$ cat config.mk
export PLATFORM = sky130hd
export DESIGN_NAME = versatile_interface_adapter_timers_unit
export DESIGN_NICKNAME = d
export VERILOG_FILES = /design/src/hw/rtl/viat_pkg.sv /design/src/hw/rtl/versatile_interface_adapter_timers_unit.sv /design/src/hw/rtl/viat_dp.sv /design/src/hw/rtl/viat_ctrl.sv
export SDC_FILE = /design/constraint.sdc
export NUM_CORES = 1
export LEC_CHECK = 0
export BUFFER_PORTS_ARGS = -buffer_cell sky130_fd_sc_hd__clkbuf_2
export CORE_MARGIN = 8
export CORE_UTILIZATION = 28
export DETAILED_ROUTE_END_ITERATION = 10
export GPL_TIMING_DRIVEN = 0
export PLACE_DENSITY = 0.44
export SLEW_MARGIN = 20
export SYNTH_ARGS = -nofsm -noshare
export SYNTH_HDL_FRONTEND = slang
export SYNTH_SLANG_ARGS = --single-unit
$ cat constraint.sdc
create_clock -name clk -period 3.63 [get_ports clk]
set_input_delay 0.5445 -clock clk [delete_from_list [all_inputs] [get_ports clk]]
set_output_delay 0.5445 -clock clk [all_outputs]
set_load 0.05 [all_outputs]
$ cat src/hw/rtl/viat_pkg.sv
// Shared types and constants of the timer and port adapter.
// Used by the controller, the datapath, the top level and the checker.
package viat_pkg;

  // Request kinds carried in req_type.
  localparam logic [1:0] REQ_READ  = 2'd0;
  localparam logic [1:0] REQ_WRITE = 2'd1;
  localparam logic [1:0] REQ_TICK  = 2'd2;

  // Standard register map.
  localparam logic [3:0] REG_ORB    = 4'd0;
  localparam logic [3:0] REG_ORA    = 4'd1;
  localparam logic [3:0] REG_DDRB   = 4'd2;
  localparam logic [3:0] REG_DDRA   = 4'd3;
  localparam logic [3:0] REG_T1CL   = 4'd4;
  localparam logic [3:0] REG_T1CH   = 4'd5;
  localparam logic [3:0] REG_T1LL   = 4'd6;
  localparam logic [3:0] REG_T1LH   = 4'd7;
  localparam logic [3:0] REG_T2CL   = 4'd8;
  localparam logic [3:0] REG_T2CH   = 4'd9;
  localparam logic [3:0] REG_SR     = 4'd10;
  localparam logic [3:0] REG_ACR    = 4'd11;
  localparam logic [3:0] REG_PCR    = 4'd12;
  localparam logic [3:0] REG_IFR    = 4'd13;
  localparam logic [3:0] REG_IER    = 4'd14;
  localparam logic [3:0] REG_ORA_NH = 4'd15;

  // Bit positions in the flag, enable and auxiliary control registers.
  localparam int FLAG_T1_BIT     = 6;
  localparam int FLAG_T2_BIT     = 5;
  localparam int ACR_T1_FREE_BIT = 6;
  localparam int ACR_T2_PULSE_BIT = 5;

  // Counter constants.
  localparam int CNT_W = 18;
  localparam logic [CNT_W-1:0] CNT_RESET = 18'h0FFFF;
  localparam logic [CNT_W-1:0] CNT_WRAP  = 18'h10000;
  localparam logic [CNT_W-1:0] CNT_RELOAD_EXTRA = 18'd2;

  typedef struct packed {
    logic [1:0] req_type;
    logic [3:0] reg_index;
    logic [7:0] write_data;
    logic [7:0] tick_cycles;
    logic [7:0] pins_a;
    logic [7:0] pins_b;
  } req_item_t;

  typedef struct packed {
    logic [7:0] read_data;
    logic       irq;
  } rsp_item_t;

  typedef enum logic [2:0] {
    ST_IDLE,
    ST_EXEC,
    ST_T1_LOOP,
    ST_T2,
    ST_FINISH
  } state_t;

  // Commands from the controller to the datapath.
  typedef struct packed {
    logic load_item;
    logic exec;
    logic t1_step;
    logic t2_step;
    logic out_load;
  } ctrl_cmd_t;

  // Status from the datapath to the controller.
  typedef struct packed {
    logic is_tick;
    logic t1_negative;
  } dp_status_t;

endpackage

$ cat src/hw/rtl/versatile_interface_adapter_timers_unit.sv
// Timer and port core of a 6522-style interface adapter, one result item per request.
// A read or write is accepted, executed, then loaded into the result register; a tick also
// runs the T1 loop, N T1 underflows at one reload add per cycle (N <= 128), then a T2 step.
// The next item is taken only after the result is loaded, which stalls while the result
// register is full and not drained; the result waits there while the next item is taken.
// Reset (rst, synchronous): registers but item and result data reset, no result pending.
module versatile_interface_adapter_timers_unit
  import viat_pkg::*;
(
  input  logic      clk,
  input  logic      rst,
  input  logic      req_valid,
  output logic      req_ready,
  input  req_item_t req_item,
  output logic      rsp_valid,
  input  logic      rsp_ready,
  output rsp_item_t rsp_item
);

  ctrl_cmd_t  cmd;
  dp_status_t status;

  // Sequencer.
  viat_ctrl u_ctrl (
    .clk       (clk),
    .rst       (rst),
    .req_valid (req_valid),
    .req_ready (req_ready),
    .rsp_valid (rsp_valid),
    .rsp_ready (rsp_ready),
    .status    (status),
    .cmd       (cmd)
  );

  // Registers, timers and result register.
  viat_dp u_dp (
    .clk      (clk),
    .rst      (rst),
    .cmd      (cmd),
    .req_item (req_item),
    .status   (status),
    .rsp_item (rsp_item)
  );

endmodule

$ cat src/hw/rtl/viat_dp.sv
// Datapath of the timer and port adapter: register file, timers and result register.
// Depends on viat_pkg; driven by commands from viat_ctrl.
module viat_dp
  import viat_pkg::*;
(
  input  logic       clk,
  input  logic       rst,
  input  ctrl_cmd_t  cmd,
  input  req_item_t  req_item,
  output dp_status_t status,
  output rsp_item_t  rsp_item
);

  req_item_t        item;
  logic [7:0]       read_byte;
  logic [7:0]       port_b_out;
  logic [7:0]       port_a_out;
  logic [7:0]       dir_b;
  logic [7:0]       dir_a;
  logic [CNT_W-1:0] timer1_count;
  logic [15:0]      timer1_reload;
  logic             timer1_live;
  logic [CNT_W-1:0] timer2_count;
  logic [7:0]       timer2_low_hold;
  logic             timer2_live;
  logic [7:0]       shift_byte;
  logic [7:0]       aux_control;
  logic [7:0]       periph_control;
  logic [6:0]       flag_bits;
  logic [6:0]       enable_bits;

  logic             irq_now;
  logic [7:0]       read_mux;
  logic [CNT_W-1:0] cycles_ext;
  logic [CNT_W-1:0] t1_addend;
  logic [CNT_W-1:0] t2_diff;

  assign irq_now    = |(flag_bits & enable_bits);
  assign cycles_ext = {{(CNT_W-8){1'b0}}, item.tick_cycles};
  assign t2_diff    = timer2_count - cycles_ext;

  // Free-run reloads from the latch plus two; one-shot wraps by a full period.
  assign t1_addend = aux_control[ACR_T1_FREE_BIT]
                   ? ({2'b00, timer1_reload} + CNT_RELOAD_EXTRA) : CNT_WRAP;

  assign status.is_tick     = (item.req_type == REQ_TICK);
  assign status.t1_negative = timer1_count[CNT_W-1];

  // Read multiplexer over the register map.
  always_comb begin
    case (item.reg_index)
      REG_ORB:            read_mux = (port_b_out & dir_b) | (item.pins_b & ~dir_b);
      REG_ORA, REG_ORA_NH: read_mux = (port_a_out & dir_a) | (item.pins_a & ~dir_a);
      REG_DDRB:           read_mux = dir_b;
      REG_DDRA:           read_mux = dir_a;
      REG_T1CL:           read_mux = timer1_count[7:0];
      REG_T1CH:           read_mux = timer1_count[15:8];
      REG_T1LL:           read_mux = timer1_reload[7:0];
      REG_T1LH:           read_mux = timer1_reload[15:8];
      REG_T2CL:           read_mux = timer2_count[7:0];
      REG_T2CH:           read_mux = timer2_count[15:8];
      REG_SR:             read_mux = shift_byte;
      REG_ACR:            read_mux = aux_control;
      REG_PCR:            read_mux = periph_control;
      REG_IFR:            read_mux = {irq_now, flag_bits};
      default:            read_mux = {1'b1, enable_bits};
    endcase
  end

  // Captured request; it stays put until the next accepted item.
  always_ff @(posedge clk) begin
    if (cmd.load_item) begin
      item <= req_item;
    end
  end

  // Result register, loaded once the item has fully executed.
  always_ff @(posedge clk) begin
    if (cmd.out_load) begin
      rsp_item.read_data <= read_byte;
      rsp_item.irq       <= irq_now;
    end
  end

  // Architectural state: bus accesses, tick subtraction, T1 reload steps, T2 step.
  always_ff @(posedge clk) begin
    if (rst) begin
      read_byte       <= '0;
      port_b_out      <= '0;
      port_a_out      <= '0;
      dir_b           <= '0;
      dir_a           <= '0;
      timer1_count    <= CNT_RESET;
      timer1_reload   <= '0;
      timer1_live     <= 1'b0;
      timer2_count    <= CNT_RESET;
      timer2_low_hold <= '0;
      timer2_live     <= 1'b0;
      shift_byte      <= '0;
      aux_control     <= '0;
      periph_control  <= '0;
      flag_bits       <= '0;
      enable_bits     <= '0;
    end else begin
      if (cmd.exec) begin
        read_byte <= '0;
        case (item.req_type)
          REQ_READ: begin
            read_byte <= read_mux;
            if (item.reg_index == REG_T1CL) begin
              flag_bits[FLAG_T1_BIT] <= 1'b0;
            end
            if (item.reg_index == REG_T2CL) begin
              flag_bits[FLAG_T2_BIT] <= 1'b0;
            end
          end
          REQ_WRITE: begin
            case (item.reg_index)
              REG_ORB:             port_b_out <= item.write_data;
              REG_ORA, REG_ORA_NH: port_a_out <= item.write_data;
              REG_DDRB:            dir_b <= item.write_data;
              REG_DDRA:            dir_a <= item.write_data;
              REG_T1CL, REG_T1LL:  timer1_reload[7:0] <= item.write_data;
              REG_T1CH: begin
                timer1_reload[15:8]    <= item.write_data;
                timer1_count           <= {2'b00, item.write_data, timer1_reload[7:0]};
                timer1_live            <= 1'b1;
                flag_bits[FLAG_T1_BIT] <= 1'b0;
              end
              REG_T1LH: begin
                timer1_reload[15:8]    <= item.write_data;
                flag_bits[FLAG_T1_BIT] <= 1'b0;
              end
              REG_T2CL:            timer2_low_hold <= item.write_data;
              REG_T2CH: begin
                timer2_count           <= {2'b00, item.write_data, timer2_low_hold};
                timer2_live            <= 1'b1;
                flag_bits[FLAG_T2_BIT] <= 1'b0;
              end
              REG_SR:              shift_byte <= item.write_data;
              REG_ACR:             aux_control <= item.write_data;
              REG_PCR:             periph_control <= item.write_data;
              REG_IFR:             flag_bits <= flag_bits & ~item.write_data[6:0];
              default: begin
                if (item.write_data[7]) begin
                  enable_bits <= enable_bits | item.write_data[6:0];
                end else begin
                  enable_bits <= enable_bits & ~item.write_data[6:0];
                end
              end
            endcase
          end
          REQ_TICK: begin
            timer1_count <= timer1_count - cycles_ext;
          end
          default: begin
          end
        endcase
      end

      // One underflow of T1 per cycle.
      if (cmd.t1_step) begin
        if (timer1_live) begin
          flag_bits[FLAG_T1_BIT] <= 1'b1;
        end
        if (!aux_control[ACR_T1_FREE_BIT]) begin
          timer1_live <= 1'b0;
        end
        timer1_count <= timer1_count + t1_addend;
      end

      // T2 counts down unless in pulse mode; an underflow wraps to the low 16 bits.
      if (cmd.t2_step && !aux_control[ACR_T2_PULSE_BIT]) begin
        if (t2_diff[CNT_W-1]) begin
          if (timer2_live) begin
            flag_bits[FLAG_T2_BIT] <= 1'b1;
          end
          timer2_live  <= 1'b0;
          timer2_count <= {2'b00, t2_diff[15:0]};
        end else begin
          timer2_count <= t2_diff;
        end
      end
    end
  end

endmodule

$ cat src/hw/rtl/viat_ctrl.sv
// Controller of the timer and port adapter: sequences one item through the datapath.
// Depends on viat_pkg; issues commands to viat_dp and owns the result valid flag.
module viat_ctrl
  import viat_pkg::*;
(
  input  logic       clk,
  input  logic       rst,
  input  logic       req_valid,
  output logic       req_ready,
  output logic       rsp_valid,
  input  logic       rsp_ready,
  input  dp_status_t status,
  output ctrl_cmd_t  cmd
);

  state_t state;
  state_t state_next;
  logic   out_full;
  logic   can_load;

  assign can_load  = !out_full || rsp_ready;
  assign rsp_valid = out_full;

  // State register and result valid flag.
  always_ff @(posedge clk) begin
    if (rst) begin
      state    <= ST_IDLE;
      out_full <= 1'b0;
    end else begin
      state <= state_next;
      if (cmd.out_load) begin
        out_full <= 1'b1;
      end else if (rsp_ready) begin
        out_full <= 1'b0;
      end
    end
  end

  // Next state.
  always_comb begin
    state_next = state;
    case (state)
      ST_IDLE: begin
        if (req_valid) begin
          state_next = ST_EXEC;
        end
      end
      ST_EXEC: begin
        state_next = status.is_tick ? ST_T1_LOOP : ST_FINISH;
      end
      ST_T1_LOOP: begin
        if (!status.t1_negative) begin
          state_next = ST_T2;
        end
      end
      ST_T2: begin
        state_next = ST_FINISH;
      end
      ST_FINISH: begin
        if (can_load) begin
          state_next = ST_IDLE;
        end
      end
      default: begin
        state_next = ST_IDLE;
      end
    endcase
  end

  // Command outputs.
  always_comb begin
    cmd       = '0;
    req_ready = 1'b0;
    case (state)
      ST_IDLE: begin
        req_ready     = 1'b1;
        cmd.load_item = req_valid;
      end
      ST_EXEC: begin
        cmd.exec = 1'b1;
      end
      ST_T1_LOOP: begin
        cmd.t1_step = status.t1_negative;
      end
      ST_T2: begin
        cmd.t2_step = 1'b1;
      end
      ST_FINISH: begin
        cmd.out_load = can_load;
      end
      default: begin
      end
    endcase
  end

endmodule

==> run metrics, run 1 <==
hpwl dp 32500 um; Pre-Repair DR Iteration Count 6; nets 1362; fin crit period 3430 ps; Yosys warnings 0; worst-margin pin slew 1090 ps; Num CTS Buffers 17; Relative slew margins 27.1%; Power Density 405 nW/um2; Die W 211 um; post-CTS setup buffer count 0; via count 9727; drt via density 5.38; syn_nets 1292; clock insertion delay at the later pin of the skew report 460 ps; WP data arrival 3790 ps; Worst Hold End u_dp.item[35]; crit path kind reg -> reg; Layout fillers 4073; largest net degree at the start of global routing 29; most frequent cells in the layout 144 x nand2_1, 140 x dfxtp_1, 113 x nor2_1; Seq/Total Area, Yosys 40.0%; Hold Fails Final Rpt 0; synthesized area 10700 um2; Die Y 211 um; average size of a mapped cell 8.81 um2; Worst Skew 9.88 ps; dpl cells 1776; Tot GR Track Use 19.4%; ANT nets after route 0; M2 GR Usage 29.7%; Tcrit/Tclk final 94.6%; H-tree levels 4; gr busiest metal met2; fraction of layout cells with a size suffix above 1 11.9%; IO Count 53; row count 71; cell internal pwr 3.52 mW; drt wl/cell 23.9 um; met3 Resource Use GR 3.86%; Slew Limit Fails 0; Finished Layout Cells 1807; reg-to-reg setup timing slack 200 ps; clock transition at the registers of the reported paths 80 ps; number of synthesized flops with an enable pin 47; Crit Reg-Reg Endpoint u_dp.timer1_count[16]; wire length of the first global-routing pass 64000 um; Final Wtd Congestion 0.939; Seq cells post-synth 190; R2R cell count 12; clock share of power 41.1%; required time worst endpoint 3980 ps; TritonCTS clock tree yes; vias in the first global route 9696; core area 37700 um2; Initial Utilization 28.4%; antenna cells 0; WL final 43200 um; Hold Crit Depth 1; reg2reg start u_dp.timer1_reload[1]; GR Overflow Total 0; I/O Buffers 51; prevailing post-synth register cell dfxtp_1; CP max FO 6; Syn-to-layout area delta 14.5%; switching pwr 1.44 mW; TritonCTS Sinks 190; DRT iter0 DRCs 871; combinational fraction of design power 12.8%; flip-flop and latch area 4280 um2; initial antenna violation count 0; max_cap viols 0; f_max 291 MHz; hold_sp req_item[35]; status finished, final reports clean; commonest non-fill, non-tap cell in the layout nand2_1; area taken by multi-input logic gates 5970 um2; unrepaired setup endpoints after global routing false; Die ar. 44700 um2; CP Capture Type register; CTS Buffer Depth 2; CTS root buffer clkbuf_16; GR Util met1 27.0%; fraction of registers with async set/reset 0%; final setup vio count 0; Startpoint Class register; setup tns final 0 ps; DRC 0; Worst Hold Class in -> reg; Syn Inst Count 1213; Static Leakage 4.60 nW; Distinct cells, synth 96; sequential share of power 46.0%; Net Sw Frac 28.9%; VDD IR max 347 uV
power by group through the flow:
stage / clock network [mW] / registers (mW) / logic [mW]
global route: 2.15 / 2.29 / 0.685
detailed placement: 0 / 2.33 / 0.626
floorplan: 0 / 2.30 / 0.388
CTS: 2.08 / 2.28 / 0.628
global placement: 0 / 2.33 / 0.623
finish: 2.04 / 2.28 / 0.637
worst max-delay path, cell delays in order (launching register included):
cell       delay [ps]
dfxtp_1           520
ha_1              330
nand3_1           120
xnor2_1           140
and2_1            170
ha_1              380
and3_1            210
a221oi_4          370
nor4_1            120
nor3_2            320
a21oi_1           150
xnor2_1           170
a2111oi_2         340
stage by stage:
| step | setup slack [ps] | instance area (um2) | utilization (%) | hold slack (ps) | power (mW) |
|---|---|---|---|---|---|
| finish | 198 | 12200 | 32.5 | 257 | 4.96 |
| global route | 13.9 | 12200 | 32.5 | 236 | 5.12 |
| CTS | 81.9 | 12200 | 32.4 | 235 | 4.99 |
| detailed placement | -202 | 11600 | 30.8 | 414 | 2.96 |
| global placement | -175 | 11600 | 30.8 | 419 | 2.96 |
| floorplan | 574 | 10700 | - | 408 | 2.69 |
worst max-delay path by stage:
| stage | start | end | slack [ps] | cells after the start |
|---|---|---|---|---|
| CTS | u_dp.timer1_reload[4] | u_dp.timer1_count[15] | 80 | 13 |
| detailed placement | u_dp.timer1_reload[3] | u_dp.timer1_count[16] | -200 | 12 |
| global placement | u_dp.timer1_reload[3] | u_dp.timer1_count[16] | -180 | 12 |
| floorplan | u_ctrl.state[1] | u_dp.cycles_ext[0] | 570 | 3 |
| global route | u_dp.timer1_reload[4] | u_dp.timer1_count[15] | 10 | 14 |
| finish | u_dp.timer1_reload[1] | u_dp.timer1_count[16] | 200 | 12 |
repair_timing:
action,4_1_cts,5_1_grt
gates resized for setup,1,5
setup endpoints to repair,2,3
hold buffers,0,0
gates cloned,0,0
routing by layer:
layer	part of all wire (%)	routed length [um]	up-vias
met5	0	0	-
met4	2.4	1030	0
met3	6.0	2590	55
met2	44	19000	324
met1	48	20600	4773
li1	-	-	4575
synth_stat cells (all sizes together) (7+ instances only):
master  instances  area share, %
mux2            7           0.74
nand4          11           0.70
and3            8           0.47
buf            26            1.3
o221ai          8           0.66
a211o           7           0.57
edfxtp         47             13
a22oi          12           0.84
dfxtp         143             27
o22ai           7           0.41
nor3           27            1.7
o211ai         12           0.84
xnor2          24            2.0
nor2          116            4.2
a21oi          98            4.7
a32oi          11           0.90
inv            27           0.95
nand3          52            2.5
xor2           15            1.2
mux2i          67            6.3
a221oi         11           0.96
a21o           13           0.92
nand2b         13           0.76
a211oi         14           0.98
a31oi          10           0.59
o21ai          74            3.6
and2           18            1.1
clkbuf         48            2.2
nand2         147            5.3
nor2b          18            1.1
nor4           13           0.96
ha             34            4.0
cell type report:
cell class / instances / area share, %
buffer: 73 / 2.99
timing repair buffer: 52 / 2.25
sequential: 190 / 35.0
multi-input combinational: 922 / 48.7
tap: 511 / 5.22
clock buffer: 22 / 3.98
inverter: 27 / 0.828
clock inverter: 10 / 1.03
sequential cells by signal, indices dropped and copies added, names as in the netlist, named ones only:
signal and cells:
u_dp.timer2_count 17, u_dp.flag_bits 7, u_dp.timer1_live 1, u_dp.port_a_out 8, u_dp.dir_b 8, u_ctrl.state 3
u_dp.read_byte 8, u_dp.aux_control 8, u_dp.periph_control 8, u_dp.timer2_live 1, u_dp.port_b_out 8, u_dp.item 30
u_dp.dir_a 8, u_dp.rsp_item 9, u_dp.timer1_reload 16, u_ctrl.rsp_valid 1, u_dp.shift_byte 8, u_dp.timer1_count 18
u_dp.cycles_ext 8, u_dp.timer2_low_hold 8
logic make-up (layout without fill, tap and decap cells):
| family | after synthesis | after routing | share of synthesized area, % |
|---|---|---|---|
| buf+inv | 101 | 184 | 4.40 |
| xor+xnor | 39 | 39 | 3.20 |
| fa+ha+maj | 37 | 37 | 4.54 |
| simple gates | 448 | 448 | 20.8 |
| mux | 75 | 75 | 7.22 |
| flops | 190 | 190 | 40.0 |
| compound gates | 323 | 323 | 19.9 |
No activity file was read; power rests on OpenSTA's default activity.
==> inputs of run 2 (changes only) <==
--- a/config.mk
+++ b/config.mk
@@ -7,10 +7,10 @@
 export LEC_CHECK = 0
 export BUFFER_PORTS_ARGS = -buffer_cell sky130_fd_sc_hd__clkbuf_2
 export CORE_MARGIN = 8
-export CORE_UTILIZATION = 28
+export CORE_UTILIZATION = 32
 export DETAILED_ROUTE_END_ITERATION = 10
 export GPL_TIMING_DRIVEN = 0
-export PLACE_DENSITY = 0.44
+export PLACE_DENSITY = 0.48
 export SLEW_MARGIN = 20
 export SYNTH_ARGS = -nofsm -noshare
 export SYNTH_HDL_FRONTEND = slang
==> run metrics, run 2 (same netlist as run 1, synthesis figures left out) <==
WP data arrival 3810 ps (+20 ps); fraction of layout cells with a size suffix above 1 12.1% (+0.24 points); DRC 0 (unchanged); CP max stage delay 510 ps (about the same); CP Capture Type register; Die Y 199 um (-6.0%); Power Density 402 nW/um2 (-0.73%); max reg flops 30 (unchanged); via count 9740 (+0.13%); Relative slew margins 24.4% (-2.7 points); Die ar. 39500 um2 (-12%); largest net degree at the start of global routing 29 (unchanged); Tcrit/Tclk final 95.4% (+0.81 points); Initial Utilization 32.2% (+3.8 points); fin crit period 3460 ps (+29.3 ps); Tot GR Track Use 21.4% (+2.0 points); CP max stage cell dfxtp_1; unrepaired setup endpoints after global routing false; core area 33200 um2 (-12%); CTS root buffer clkbuf_16; clock transition at the registers of the reported paths 80 ps (about the same); DRT iter0 DRCs 1000 (+15%); initial antenna violation count 0 (unchanged); wire length of the first global-routing pass 61900 um (-3.2%); most frequent cells in the layout 144 x nand2_1, 140 x dfxtp_1, 113 x nor2_1; max_cap viols 0 (unchanged); clock insertion delay at the later pin of the skew report 470 ps (about the same); Pre-Repair DR Iteration Count 5 (-1); WL final 42000 um (-2.9%); TritonCTS clock tree yes; Static Leakage 4.58 nW (-0.44%); ANT nets after route 0 (unchanged); CTS Buffer Depth 2 (unchanged); crit path cell chain nand3_1 > or3_1 > a21boi_0 > ha_1 > a21oi_1 > nand2_1 > o21ai_1 > o21bai_1 > xor2_1 > a211o_1; Slew Limit Fails 0 (unchanged); IO Count 53 (unchanged); Worst Skew 14.4 ps (+4.56 ps); Syn-to-layout area delta 13.4%; setup tns final 0 ps (unchanged); Placement Setup Slack -129 ps (+73.0 ps); nets 1361 (-0.073%); status finished, final reports clean; H-tree levels 4 (unchanged); commonest non-fill, non-tap cell in the layout nand2_1; vias in the first global route 9400 (-3.1%); drt via density 5.59 (+3.8%); antenna cells 0 (unchanged); Final Wtd Congestion 0.948 (+0.94%); I/O Buffers 51 (unchanged); CP max FO 6 (unchanged); GR Overflow Total 0 (unchanged); crit path kind reg -> reg; Startpoint Class register; final setup vio count 0 (unchanged); hpwl dp 31300 um (-3.8%); required time worst endpoint 3980 ps (about the same); TritonCTS Sinks 190 (unchanged); Die W 199 um (-6.0%); biggest regs u_dp.item: 30 flops, u_dp.timer1_count: 18 flops, u_dp.timer2_count: 17 flops; final setup margin 168 ps (-29.3 ps); Hold Fails Final Rpt 0 (unchanged); drt wl/cell 24.1 um (+0.66%); Num CTS Buffers 17 (unchanged); VDD IR max 331 uV (-4.4%); worst-margin pin slew 1130 ps (+39.9 ps); row count 67 (-5.6%); Most flops, register u_dp.item; f_max 289 MHz (-0.85%); Worst Hold Class in -> reg; reg-to-reg setup timing slack 170 ps (-30 ps)
## run 2: worst paths after layout
path,cells past startpoint,from,to
worst max-delay path,10,u_dp.timer1_reload[1],u_dp.timer1_count[13]
worst max register to register,10,u_dp.timer1_reload[1],u_dp.timer1_count[13]
worst min-delay path,1,req_item[26],u_dp.item[26]
worst min register to register,0,u_dp.read_byte[4],u_dp.rsp_item[5]
## run 2: through the flow
stage	cells	hold WS [ps]	util, %	power, mW	area (um2)
2_1_floorplan	1213	408	-	2.69	10700
3_3_place_gp	1712	417	34.7	2.95	11500
3_5_place_dp	1713	422	34.7	2.95	11500
4_1_cts	1745	230	36.5	4.91	12100
5_1_grt	1743	226	36.5	5.05	12100
6_report	1743	254	36.5	4.88	12100
## run 2: layout make-up
cell class,instances,area (um2)
buffer,72,362
inverter,27,101
clock inverter,14,145
multi-input combinational,922,5960
sequential,190,4280
timing repair buffer,52,275
tap,448,561
fill,3518,21100
clock buffer,18,439
## run 2: critical path: cells and delay by family, from the launching register on
family,cells,cell delay (ps)
AO/OA/AOI/OAI,5,1490
AND/OR/NAND/NOR,3,810
flip-flops,1,510
adder cells (fa/ha/maj),1,360
XOR/XNOR,1,170
## run 2: repair_timing
item / 4_1_cts / 5_1_grt
setup endpoints to repair: 1 / 5
resized for setup: 1 / 5
setup buffers: 0 / 0
hold buffers: 0 / 0
## run 2: layer usage
metal | vias up | global-route usage, % | wire length [um]
li1 | 4573 | - | -
met1 | 4746 | 29.2 | 19200
met2 | 363 | 32.9 | 18500
met3 | 58 | 5.40 | 3330
met4 | 0 | 6.42 | 937
met5 | - | 0 | 0
## run 2: power breakdown
part,leakage (nW),switching (mW),total [mW],internal (mW)
clock network,0.284,0.970,1.96,0.991
registers,1.61,0.0633,2.28,2.22
logic,2.68,0.441,0.634,0.193
